`src/design/utf8v_pkg.sv`:
```
// ----------------------------------------------------------------------------
// utf8v_pkg
// Shared types and constants of the UTF-8 stream validator.
// ----------------------------------------------------------------------------
package utf8v_pkg;

    localparam int unsigned ByteW  = 8;
    localparam int unsigned MaxW   = 16;
    localparam int unsigned CountW = 17;
    localparam int unsigned AccW   = 21;
    localparam int unsigned PendW  = 2;

    localparam logic [MaxW-1:0]   MaxBytesReset = 16'hFFFF;
    localparam logic [CountW-1:0] CountMax      = 17'h1FFFF;

    localparam logic [ByteW-1:0] NulByte   = 8'h00;
    localparam logic [ByteW-1:0] AsciiMax  = 8'h7F;
    localparam logic [ByteW-1:0] Lead2Min  = 8'hC2;
    localparam logic [ByteW-1:0] Lead2Max  = 8'hDF;
    localparam logic [ByteW-1:0] Lead3Min  = 8'hE0;
    localparam logic [ByteW-1:0] Lead3Max  = 8'hEF;
    localparam logic [ByteW-1:0] Lead4Min  = 8'hF0;
    localparam logic [ByteW-1:0] Lead4Max  = 8'hF4;
    localparam logic [1:0]       ContTag   = 2'b10;

    localparam logic [PendW-1:0] Class2 = 2'd1;
    localparam logic [PendW-1:0] Class3 = 2'd2;
    localparam logic [PendW-1:0] Class4 = 2'd3;

    localparam logic [AccW-1:0] Min2      = 21'h00080;
    localparam logic [AccW-1:0] Min3      = 21'h00800;
    localparam logic [AccW-1:0] Min4      = 21'h10000;
    localparam logic [AccW-1:0] CpMax     = 21'h10FFFF;
    localparam logic [AccW-1:0] SurrLow   = 21'h0D800;
    localparam logic [AccW-1:0] SurrHigh  = 21'h0DFFF;

    typedef struct packed {
        logic             last;
        logic [ByteW-1:0] data_byte;
        logic             has_byte;
    } t_item;

endpackage

```
`src/design/utf8_stream_validator.sv`:
```
// ----------------------------------------------------------------------------
// utf8_stream_validator
// Streaming UTF-8 string checker with a configurable length limit.
// ----------------------------------------------------------------------------
// Usage:
//   Slave channel: one item per string byte. tdata carries the byte, tuser
//   says whether the item holds a byte, tlast marks the end of the string.
//   An item without a byte and without tlast is dropped; one with tlast
//   closes the string (alone it is the empty string, judged invalid).
//   Master channel: one item per string, on the item with tlast; bit 0 of
//   tdata is 1 when the string is well-formed UTF-8 within the length limit.
//   Config: i_cfg_wr_en writes i_cfg_wr_data as the maximum length in bytes;
//   write only while no string is in flight.
//   Throughput: one item per cycle while no closing item waits on a
//   pending result; the input register and the result register each take
//   one item a cycle, the decode step sits between them.
//   Reset: clears the string state, empties both registers, limit 65535.
//   Receiver stall: byte items keep flowing; a closing item waits in the
//   input register until the pending result is taken.
// ----------------------------------------------------------------------------
module utf8_stream_validator (
    input  logic                        i_clk,
    input  logic                        i_rst_n,
    input  logic                        i_cfg_wr_en,
    input  logic [utf8v_pkg::MaxW-1:0]  i_cfg_wr_data,
    input  logic                        s_axis_tvalid,
    output logic                        s_axis_tready,
    input  logic [7:0]                  s_axis_tdata,   // [7:0] data_byte
    input  logic                        s_axis_tuser,   // [0] has_byte
    input  logic                        s_axis_tlast,
    output logic                        m_axis_tvalid,
    input  logic                        m_axis_tready,
    output logic [7:0]                  m_axis_tdata    // [0] valid_res, [7:1] zero
);

    logic [utf8v_pkg::MaxW-1:0] r_max;
    logic                       r_in_valid;
    utf8v_pkg::t_item           r_in;
    logic                       r_out_valid;
    logic                       r_out_res;

    logic w_out_free;
    logic w_step;
    logic w_accept;
    logic w_res;

    assign w_out_free    = !r_out_valid || m_axis_tready;
    assign w_step        = r_in_valid && (!r_in.last || w_out_free);
    assign s_axis_tready = !r_in_valid || w_step;
    assign w_accept      = s_axis_tvalid && s_axis_tready;

    always_ff @(posedge i_clk) begin
        if (!i_rst_n) begin
            r_max <= utf8v_pkg::MaxBytesReset;
        end else if (i_cfg_wr_en) begin
            r_max <= i_cfg_wr_data;
        end
    end

    always_ff @(posedge i_clk) begin
        if (!i_rst_n) begin
            r_in_valid <= 1'b0;
        end else if (w_accept) begin
            r_in_valid <= 1'b1;
        end else if (w_step) begin
            r_in_valid <= 1'b0;
        end
    end

    always_ff @(posedge i_clk) begin
        if (w_accept) begin
            r_in.has_byte  <= s_axis_tuser;
            r_in.data_byte <= s_axis_tdata;
            r_in.last      <= s_axis_tlast;
        end
    end

    utf8v_core u_core (
        .i_clk       (i_clk),
        .i_rst_n     (i_rst_n),
        .i_step      (w_step),
        .i_item      (r_in),
        .i_max_bytes (r_max),
        .o_valid_res (w_res)
    );

    always_ff @(posedge i_clk) begin
        if (!i_rst_n) begin
            r_out_valid <= 1'b0;
        end else if (w_step && r_in.last) begin
            r_out_valid <= 1'b1;
        end else if (m_axis_tready) begin
            r_out_valid <= 1'b0;
        end
    end

    always_ff @(posedge i_clk) begin
        if (w_step && r_in.last) begin
            r_out_res <= w_res;
        end
    end

    assign m_axis_tvalid = r_out_valid;
    assign m_axis_tdata  = {7'd0, r_out_res};

endmodule

```
`src/design/utf8v_core.sv`:
```
// ----------------------------------------------------------------------------
// utf8v_core
// Per-string decode state and next-state logic; gives the verdict of an item.
// ----------------------------------------------------------------------------
module utf8v_core (
    input  logic                          i_clk,
    input  logic                          i_rst_n,
    input  logic                          i_step,
    input  utf8v_pkg::t_item              i_item,
    input  logic [utf8v_pkg::MaxW-1:0]    i_max_bytes,
    output logic                          o_valid_res
);

    logic [utf8v_pkg::PendW-1:0]  r_pend,  n_pend;
    logic [utf8v_pkg::AccW-1:0]   r_acc,   n_acc;
    logic [utf8v_pkg::PendW-1:0]  r_cls,   n_cls;
    logic                         r_err,   n_err;
    logic [utf8v_pkg::CountW-1:0] r_cnt,   n_cnt;

    logic [utf8v_pkg::ByteW-1:0]  w_byte;
    logic [utf8v_pkg::AccW-1:0]   w_cp;
    logic [utf8v_pkg::AccW-1:0]   w_min;
    logic                         w_cp_bad;

    assign w_byte = i_item.data_byte;
    assign w_cp   = {r_acc[utf8v_pkg::AccW-7:0], w_byte[5:0]};

    always_comb begin
        unique case (r_cls)
            utf8v_pkg::Class2: w_min = utf8v_pkg::Min2;
            utf8v_pkg::Class3: w_min = utf8v_pkg::Min3;
            default:           w_min = utf8v_pkg::Min4;
        endcase
    end

    assign w_cp_bad = (w_cp < w_min) || (w_cp > utf8v_pkg::CpMax) ||
                      ((w_cp >= utf8v_pkg::SurrLow) && (w_cp <= utf8v_pkg::SurrHigh));

    always_comb begin
        n_pend = r_pend;
        n_acc  = r_acc;
        n_cls  = r_cls;
        n_err  = r_err;
        n_cnt  = r_cnt;
        if (i_item.has_byte) begin
            if (r_cnt != utf8v_pkg::CountMax) begin
                n_cnt = r_cnt + 17'd1;
            end
            if (w_byte == utf8v_pkg::NulByte) begin
                n_err  = 1'b1;
                n_pend = '0;
                n_acc  = '0;
                n_cls  = '0;
            end else if (!r_err) begin
                if (r_pend == '0) begin
                    priority if (w_byte <= utf8v_pkg::AsciiMax) begin
                        n_pend = '0;
                    end else if (w_byte >= utf8v_pkg::Lead2Min &&
                                 w_byte <= utf8v_pkg::Lead2Max) begin
                        n_pend = 2'd1;
                        n_cls  = utf8v_pkg::Class2;
                        n_acc  = {16'd0, w_byte[4:0]};
                    end else if (w_byte >= utf8v_pkg::Lead3Min &&
                                 w_byte <= utf8v_pkg::Lead3Max) begin
                        n_pend = 2'd2;
                        n_cls  = utf8v_pkg::Class3;
                        n_acc  = {17'd0, w_byte[3:0]};
                    end else if (w_byte >= utf8v_pkg::Lead4Min &&
                                 w_byte <= utf8v_pkg::Lead4Max) begin
                        n_pend = 2'd3;
                        n_cls  = utf8v_pkg::Class4;
                        n_acc  = {18'd0, w_byte[2:0]};
                    end else begin
                        n_err = 1'b1;
                    end
                end else if (w_byte[7:6] != utf8v_pkg::ContTag) begin
                    n_err  = 1'b1;
                    n_pend = '0;
                    n_acc  = '0;
                    n_cls  = '0;
                end else if (r_pend == 2'd1) begin
                    n_pend = '0;
                    n_acc  = '0;
                    n_cls  = '0;
                    n_err  = w_cp_bad;
                end else begin
                    n_pend = r_pend - 2'd1;
                    n_acc  = w_cp;
                end
            end
        end
    end

    assign o_valid_res = !n_err && (n_pend == '0) && (n_cnt != '0) &&
                         (n_cnt <= {1'b0, i_max_bytes});

    always_ff @(posedge i_clk) begin
        if (!i_rst_n) begin
            r_pend <= '0;
            r_acc  <= '0;
            r_cls  <= '0;
            r_err  <= 1'b0;
            r_cnt  <= '0;
        end else if (i_step) begin
            if (i_item.last) begin
                r_pend <= '0;
                r_acc  <= '0;
                r_cls  <= '0;
                r_err  <= 1'b0;
                r_cnt  <= '0;
            end else begin
                r_pend <= n_pend;
                r_acc  <= n_acc;
                r_cls  <= n_cls;
                r_err  <= n_err;
                r_cnt  <= n_cnt;
            end
        end
    end

endmodule

```
`config.mk`:
```
export PLATFORM = sky130hd
export DESIGN_NAME = utf8_stream_validator
export DESIGN_NICKNAME = d
export VERILOG_FILES = /design/src/design/utf8v_pkg.sv /design/src/design/utf8_stream_validator.sv /design/src/design/utf8v_core.sv
export SDC_FILE = /design/constraint.sdc
export NUM_CORES = 1
export LEC_CHECK = 0
export BUFFER_PORTS_ARGS = -buffer_cell sky130_fd_sc_hd__buf_2
export CORE_ASPECT_RATIO = 1.1
export CORE_MARGIN = 2
export CORE_UTILIZATION = 59
export CTS_CLUSTER_SIZE = 10
export DETAILED_ROUTE_END_ITERATION = 7
export PLACE_DENSITY = 0.89
export RECOVER_POWER = 50
export SKIP_CTS_REPAIR_TIMING = 1
export SLEW_MARGIN = 0
export SYNTH_ARGS = -nofsm -noshare
export SYNTH_HDL_FRONTEND = slang
export SYNTH_SLANG_ARGS = --single-unit
export TNS_END_PERCENT = 30
```
`constraint.sdc`:
```
create_clock -name i_clk -period 4 [get_ports i_clk]
set_input_delay 0.6 -clock i_clk [delete_from_list [all_inputs] [get_ports i_clk]]
set_output_delay 0.6 -clock i_clk [all_outputs]
set_load 0.01 [all_outputs]
```
==> results of run 1 <==
## cell families (layout without fill, tap and decap cells)
kind of cell             after synthesis  count (layout)  share of synthesized area [%]
buffers and inverters                 67              80                           8.84
AO/OA/AOI/OAI                        112             112                           20.1
adder cells (fa/ha/maj)               23              23                           7.23
XOR/XNOR                              14              14                           3.08
flip-flops                            66              66                           36.0
AND/OR/NAND/NOR                      174             174                           24.1
other                                  1               7                         0.0942
multiplexers                           2               2                          0.535
## where the power goes
part / switching (uW) / internal, uW / total (uW) / leakage, uW
clock: 258 / 219 / 477 / 0.0000795
sequential: 15.6 / 696 / 712 / 0.000555
combinational: 69.1 / 48.1 / 117 / 0.00110
## how the worst min path moves through the flow
stage / start / cells past startpoint / slack [ps] / end
floorplan: u_core.r_acc[13] / 2 / 440 / u_core.r_acc[13]
global placement: u_core.r_acc[13] / 2 / 450 / u_core.r_acc[13]
detailed placement: u_core.r_acc[13] / 2 / 460 / u_core.r_acc[13]
CTS: s_axis_tdata[5] / 1 / 410 / r_in[6]
global route: s_axis_tuser / 1 / 390 / r_in[0]
finish: s_axis_tuser / 1 / 420 / r_in[0]
## worst reg2reg max path, cell delays in order (launching register included)
cell and delay [ps]:
dfxtp_1 540, ha_1 300, nand2_1 90, nor2_1 270, a21boi_2 180, and2_0 290
nand3_1 140, xor2_1 210, inv_1 60, ha_1 280, and4_1 210, a221o_1 350
a31oi_1 140, o31ai_1 100, a211oi_1 190, and4b_1 210
## layout make-up
cell class / instances / area share, %
clock buffer: 10 / 3.04
clock inverter: 6 / 0.805
inverter: 30 / 2.68
multi-input combinational: 332 / 52.9
sequential: 66 / 34.1
tap: 82 / 2.45
timing repair buffer: 34 / 4.03
## through the flow
step	instances	total power (uW)	instance area, sq um	hold slack (ps)
floorplan	465	812	4000	436
global placement	544	837	4040	447
detailed placement	544	841	4040	456
CTS	560	1310	4200	411
global route	560	1360	4200	392
finish	560	1310	4200	417
## registers in the layout (all words and copies together), names as in the netlist
signal / flops
u_core.r_cnt: 17
u_core.r_err: 1
u_core.r_pend: 2
m_axis_tvalid: 1
r_max: 16
u_core.r_acc: 15
r_out_res: 1
r_in_valid: 1
r_in: 10
u_core.r_cls: 2
## layout by cell type (no fill, tap or decap), drive strengths merged, types with 4 or more instances in the layout
| master | instances |
|---|---|
| edfxtp | 11 |
| clkinv | 4 |
| nand3b | 4 |
| and3 | 10 |
| or4 | 4 |
| o21a | 4 |
| ha | 23 |
| o211ai | 15 |
| nor3 | 4 |
| conb | 7 |
| nand4b | 4 |
| a21oi | 11 |
| nor4 | 6 |
| a21boi | 22 |
| nand3 | 28 |
| xor2 | 6 |
| nor2b | 14 |
| inv | 30 |
| a22oi | 15 |
| nor2 | 18 |
| o21ai | 17 |
| nand2 | 48 |
| a31oi | 8 |
| or3 | 6 |
| and2 | 5 |
| dfxtp | 55 |
| clkbuf | 13 |
| xnor2 | 8 |
| buf | 31 |
| nand4 | 10 |
## metal layers
metal,GRT usage (%),vias up
met1,32.8,1578
met3,7.83,22
met4,9.86,0
li1,-,1676
met5,0,-
met2,38.0,136
==> reports/qor.yml, run 1 <==
fin_ws_ps: 321
synthesis.area_sq_um: 3980
drc: 0
ys_top_cells_by_count: "55 x dfxtp_1, 48 x nand2_1, 30 x inv_1, 27 x nand3_1, 23 x ha_1"
ant_nets: 0
period_needed_ps: 3680
globalplace.congestion: 0.882
wl_per_cell_microns: 15.4
fillerInstances: 533
synth-edff-count: 11
cts-root-buf: "clkbuf_8"
cts_max_level: 3
synth.distinct_cells: 67
power.density_nw_per_um2: 311
ys_ff_latch: 66
synthFlopType: "dfxtp_1"
finalWirelength_microns: 8640
p_leak_uw: 0.00173
arrival_ps: 3900
critPathMaxStageDelay_ps: 540
vdd.ir_drop.worst_uv: 261
clock_path_buffers: 2
critPathBufInv: 1
cp.depth: 15
crit_path_end_kind: "register"
start_util_pct: 60.7
drt_iter0_drc: 305
seq_area_frac_synth_pct: 36.0
wl_met1_microns: 3740
netlist.area_leader.share_pct: 27.7
crit-reg2reg-launch: "u_core.r_cnt[0]"
min-delay-path-class: "in2reg"
grt_setup_unrepaired: "no"
antennaDiodeCount: 0
place_worst_setup_slack_ps: 394
relSlewSlack_pct: -43.0
insertion_delay_ps: 360
clock_skew_ps: 10.2
final-hold-violation-count: 0
cts_buffers: 9
max-cap-violations: 1
endpoint: "r_out_res"
drv_slew: 56
synth-async-reset-ratio_pct: 0
area_delta_synth_final_pct: 5.44
vias_per_cell: 6.09
path_max_fanout: 11
detail_route.first_pass.iterations: 5
crit_slowest_cell: "dfxtp_1"
crit_start: "u_core.r_cnt[0]"
cts.sink_count: 66
die_y_microns: 90.1
worst-r2r-setup-slack_ps: 320
dieArea_sq_um: 7420
grt_max_degree: 56
path_cells: "ha_1 -> nand2_1 -> nor2_1 -> a21boi_2 -> and2_0 -> nand3_1 -> xor2_1 -> inv_1 -> ha_1 -> and4_1 -> a221o_1 -> a31oi_1 -> o31ai_1 -> a211oi_1 -> and4b_1"
worst-r2r-cell-count: 15
std_cell_rows: 31
antenna_found_initial: 0
tightest_slew_ps: 2140
via_count: 3412
seq_area_sq_um: 1430
yosysMostFrequentCell: "dfxtp_1"
yosys.area.top_type: "dfxtp_1"
final-setup-viol-count: 0
synthCells: 459
critPathTopFamily: "simple AND/OR/NAND/NOR gates"
cts_tree: "yes"
die_x_microns: 82.3
clk_pin_slew_ps: 70
highest_layer: "met4"
place.detailed.hpwl_microns: 6040
crit_top_cell: "ha_1"
timing.rr.end: "r_out_res"
grt_pass1_wl_microns: 14500
required_ps: 4230
grt-ovfl-total: 0
grt_usage_pct: 25.1
ios: 41
final_core_util_pct: 64.0
layout.nets: 527
violations: "max-capacitance violations, max-slew violations"
setup_tns_ps: 0
yosys-top-cells-area: "dfxtp_1 28%, edfxtp_1 8.3%, ha_1 7.2%, nand2_1 4.5%, a21boi_0 4.0%"
multi_input_comb_area_sq_um: 2220
fin_crit_sh_pct: 92.0
wl_met2_microns: 4060
status: "complete, but fails checks"
io_buffers: 33
fmax_ghz: 0.272
cp-start-kind: "register"
grt_pass1_vias: 3193
met3_length_microns: 648
syn_area_per_cell_sq_um: 8.67
core-area_sq_um: 6560
setup.worst_path.class: "reg2reg"
yosys_warnings: 0
layout-drive-gt1-share_pct: 13.0
Note: power is estimated with default switching activity, not from simulation.
==> run 2, diff against run 1 <==
--- a/config.mk
+++ b/config.mk
@@ -11,7 +11,7 @@
 export CORE_UTILIZATION = 59
 export CTS_CLUSTER_SIZE = 10
 export DETAILED_ROUTE_END_ITERATION = 7
-export PLACE_DENSITY = 0.89
+export PLACE_DENSITY = 0.8
 export RECOVER_POWER = 50
 export SKIP_CTS_REPAIR_TIMING = 1
 export SLEW_MARGIN = 0
==> reports/qor.yml, run 2 (synthesis results as in run 1) <==
status: "complete, but fails checks"  # unchanged
violations: "max-capacitance violations, max-slew violations"  # unchanged
cp-start-kind: "register"  # unchanged
core-area_sq_um: 6560  # unchanged
clock_path_buffers: 2  # unchanged
grt_pass1_wl_microns: 14700  # was 14,500 microns
cts_buffers: 9  # unchanged
layout-drive-gt1-share_pct: 13.6  # was 13.0%
fin_crit_sh_pct: 92.7  # was 92.0%
ant_nets: 0  # unchanged
io_buffers: 33  # unchanged
grt_pass1_vias: 3249  # was 3,193
final_common_cell: "dfxtp_1"  # unchanged
crit_path_end_kind: "register"  # unchanged
antenna_found_initial: 0  # unchanged
place_worst_setup_slack_ps: 359  # was 394 ps
fmax_ghz: 0.270  # was 0.272 GHz
fin_ws_ps: 292  # was 321 ps
setup_tns_ps: 0  # unchanged
die_x_microns: 82.3  # unchanged
final-hold-violation-count: 0  # unchanged
combPwrFrac_pct: 8.5  # was 9.0%
place.detailed.hpwl_microns: 6260  # was 6040 microns
pwr-share-clk_pct: 41.9  # was 36.5%
cts-root-buf: "clkbuf_8"  # unchanged
min-delay-path-class: "in2reg"  # unchanged
max-cap-violations: 1  # unchanged
path_cells: "and3_1 -> and3_2 -> a21boi_2 -> and2_0 -> nand3_1 -> xor2_1 -> inv_1 -> ha_1 -> and4_1 -> a221o_1 -> a31oi_1 -> o31ai_1 -> a211oi_1 -> and4b_1"  # was ha_1 -> nand2_1 -> nor2_1 -> a21boi_2 -> and2_0 -> nand3_1 -> xor2_1 -> inv_1 -> ha_1 -> and4_1 -> a221o_1 -> a31oi_1 -> o31ai_1 -> a211oi_1 -> and4b_1
clock_skew_ps: 10.9  # was 10.2 ps
drv_slew: 56  # unchanged
layout.nets: 528  # was 527
grt_usage_pct: 25.6  # was 25.1%
period_needed_ps: 3710  # was 3680 ps
relSlewSlack_pct: -38.2  # was -43.0%
grt_setup_unrepaired: "no"  # unchanged
grt_max_degree: 56  # unchanged
insertion_delay_ps: 350  # was 360 ps
std_cell_rows: 31  # unchanged
power.density_nw_per_um2: 336  # was 311 nW/um^2
internal_power_uw: 1090  # was 963 uW
reg.largest.list: "u_core.r_cnt x17, r_max x16, u_core.r_acc x15"  # unchanged
vias_per_cell: 6.07  # was 6.09
regMostFlops: "u_core.r_cnt"  # unchanged
globalplace.congestion: 0.874  # was 0.882
final_core_util_pct: 64.9  # was 64.0%
antennaDiodeCount: 0  # unchanged
clk_pin_slew_ps: 80  # was 70 ps
dieArea_sq_um: 7420  # unchanged
via_count: 3404  # was 3,412
cts_tree: "yes"  # unchanged
required_ps: 4230  # about the same
finalPower_uw: 1430  # was 1310 uW
critPathMaxStageDelay_ps: 390  # was 540 ps
drt_iter0_drc: 231  # was 305
p_sw_share_pct: 24.1  # was 26.2%
whs_ps: 416  # was 417 ps
layout_common_cells: "54 x dfxtp_1, 48 x nand2_1, 30 x inv_1, 30 x buf_2, 27 x nand3_1"  # was 55 x dfxtp_1, 48 x nand2_1, 30 x inv_1, 30 x buf_2, 27 x nand3_1
vdd.ir_drop.worst_uv: 267  # was 261 uV
start_util_pct: 60.7  # unchanged
ios: 41  # unchanged
seqPwrFrac_pct: 49.6  # was 54.5%
cts.sink_count: 66  # unchanged
wl_per_cell_microns: 15.6  # was 15.4 microns
grt-ovfl-total: 0  # unchanged
setup.worst_path.class: "reg2reg"  # unchanged
path_max_fanout: 9  # was 11
p_leak_uw: 0.00176  # was 0.00173 uW
drc: 0  # unchanged
crit_slowest_cell: "dfxtp_1"  # unchanged
area_delta_synth_final_pct: 6.95  # was 5.44%
arrival_ps: 3930  # was 3900 ps
detail_route.first_pass.iterations: 5  # unchanged
final-setup-viol-count: 0  # unchanged
tightest_slew_ps: 2070  # was 2140 ps
switching_power_uw: 344  # was 343 uW
die_y_microns: 90.1  # unchanged
cts_max_level: 3  # unchanged
largest_reg_flops: 17  # unchanged
finalWirelength_microns: 8770  # was 8640 microns
-- run 2: cell count changes in the layout (fill, tap and decap cells not counted), sizes merged --
cell and change:
bufinv +1, clkinv -2, clkbuf +3, clkinvlp -1
-- run 2: worst paths after layout --
check | depth (start not counted) | start | endpoint | slack [ps]
hold / removal | 1 | s_axis_tdata[0] | r_in[1] | 420
setup reg to reg | 14 | u_core.r_cnt[5] | r_out_res | 290
setup / recovery | 14 | u_core.r_cnt[5] | r_out_res | 290
hold reg to reg | 2 | u_core.r_acc[13] | u_core.r_acc[13] | 470
-- run 2: cell type report --
cell class,count,area [sq um]
fillers,582,2300
clock inverters,4,47.5
flip-flops and latches,66,1430
well taps,82,103
inverters,30,113
multi-input cells,332,2220
clock buffers,12,166
repair buffers,35,173
-- run 2: critical path, delay by kind of cell, from the launching register on --
family	cells	cell delay [ps]
simple gates	6	1470
compound gates	5	1150
buf+inv	1	70
xor+xnor	1	210
flops	1	390
fa+ha+maj	1	290
-- run 2: metrics by stage --
stage / instances / area (sq um)
finish: 561 / 4260
global route: 561 / 4260
CTS: 561 / 4260
detailed placement: 545 / 4050
global placement: 545 / 4050
floorplan: 465 / 4000
-- run 2: layer usage --
layer / part of all wire (%) / track usage [%]
met1: 40 / 29.9
met4: 5.4 / 16.7
met5: 0 / 0
met3: 4.5 / 5.32
met2: 50 / 41.1
-- run 2: power by group through the flow --
stage / clock [uW] / sequential [uW] / combinational, uW
after floorplan: 0 / 719 / 93.6
after global placement: 0 / 723 / 117
after detailed placement: 0 / 724 / 120
after CTS: 612 / 709 / 121
after global routing: 635 / 712 / 137
final: 599 / 710 / 121
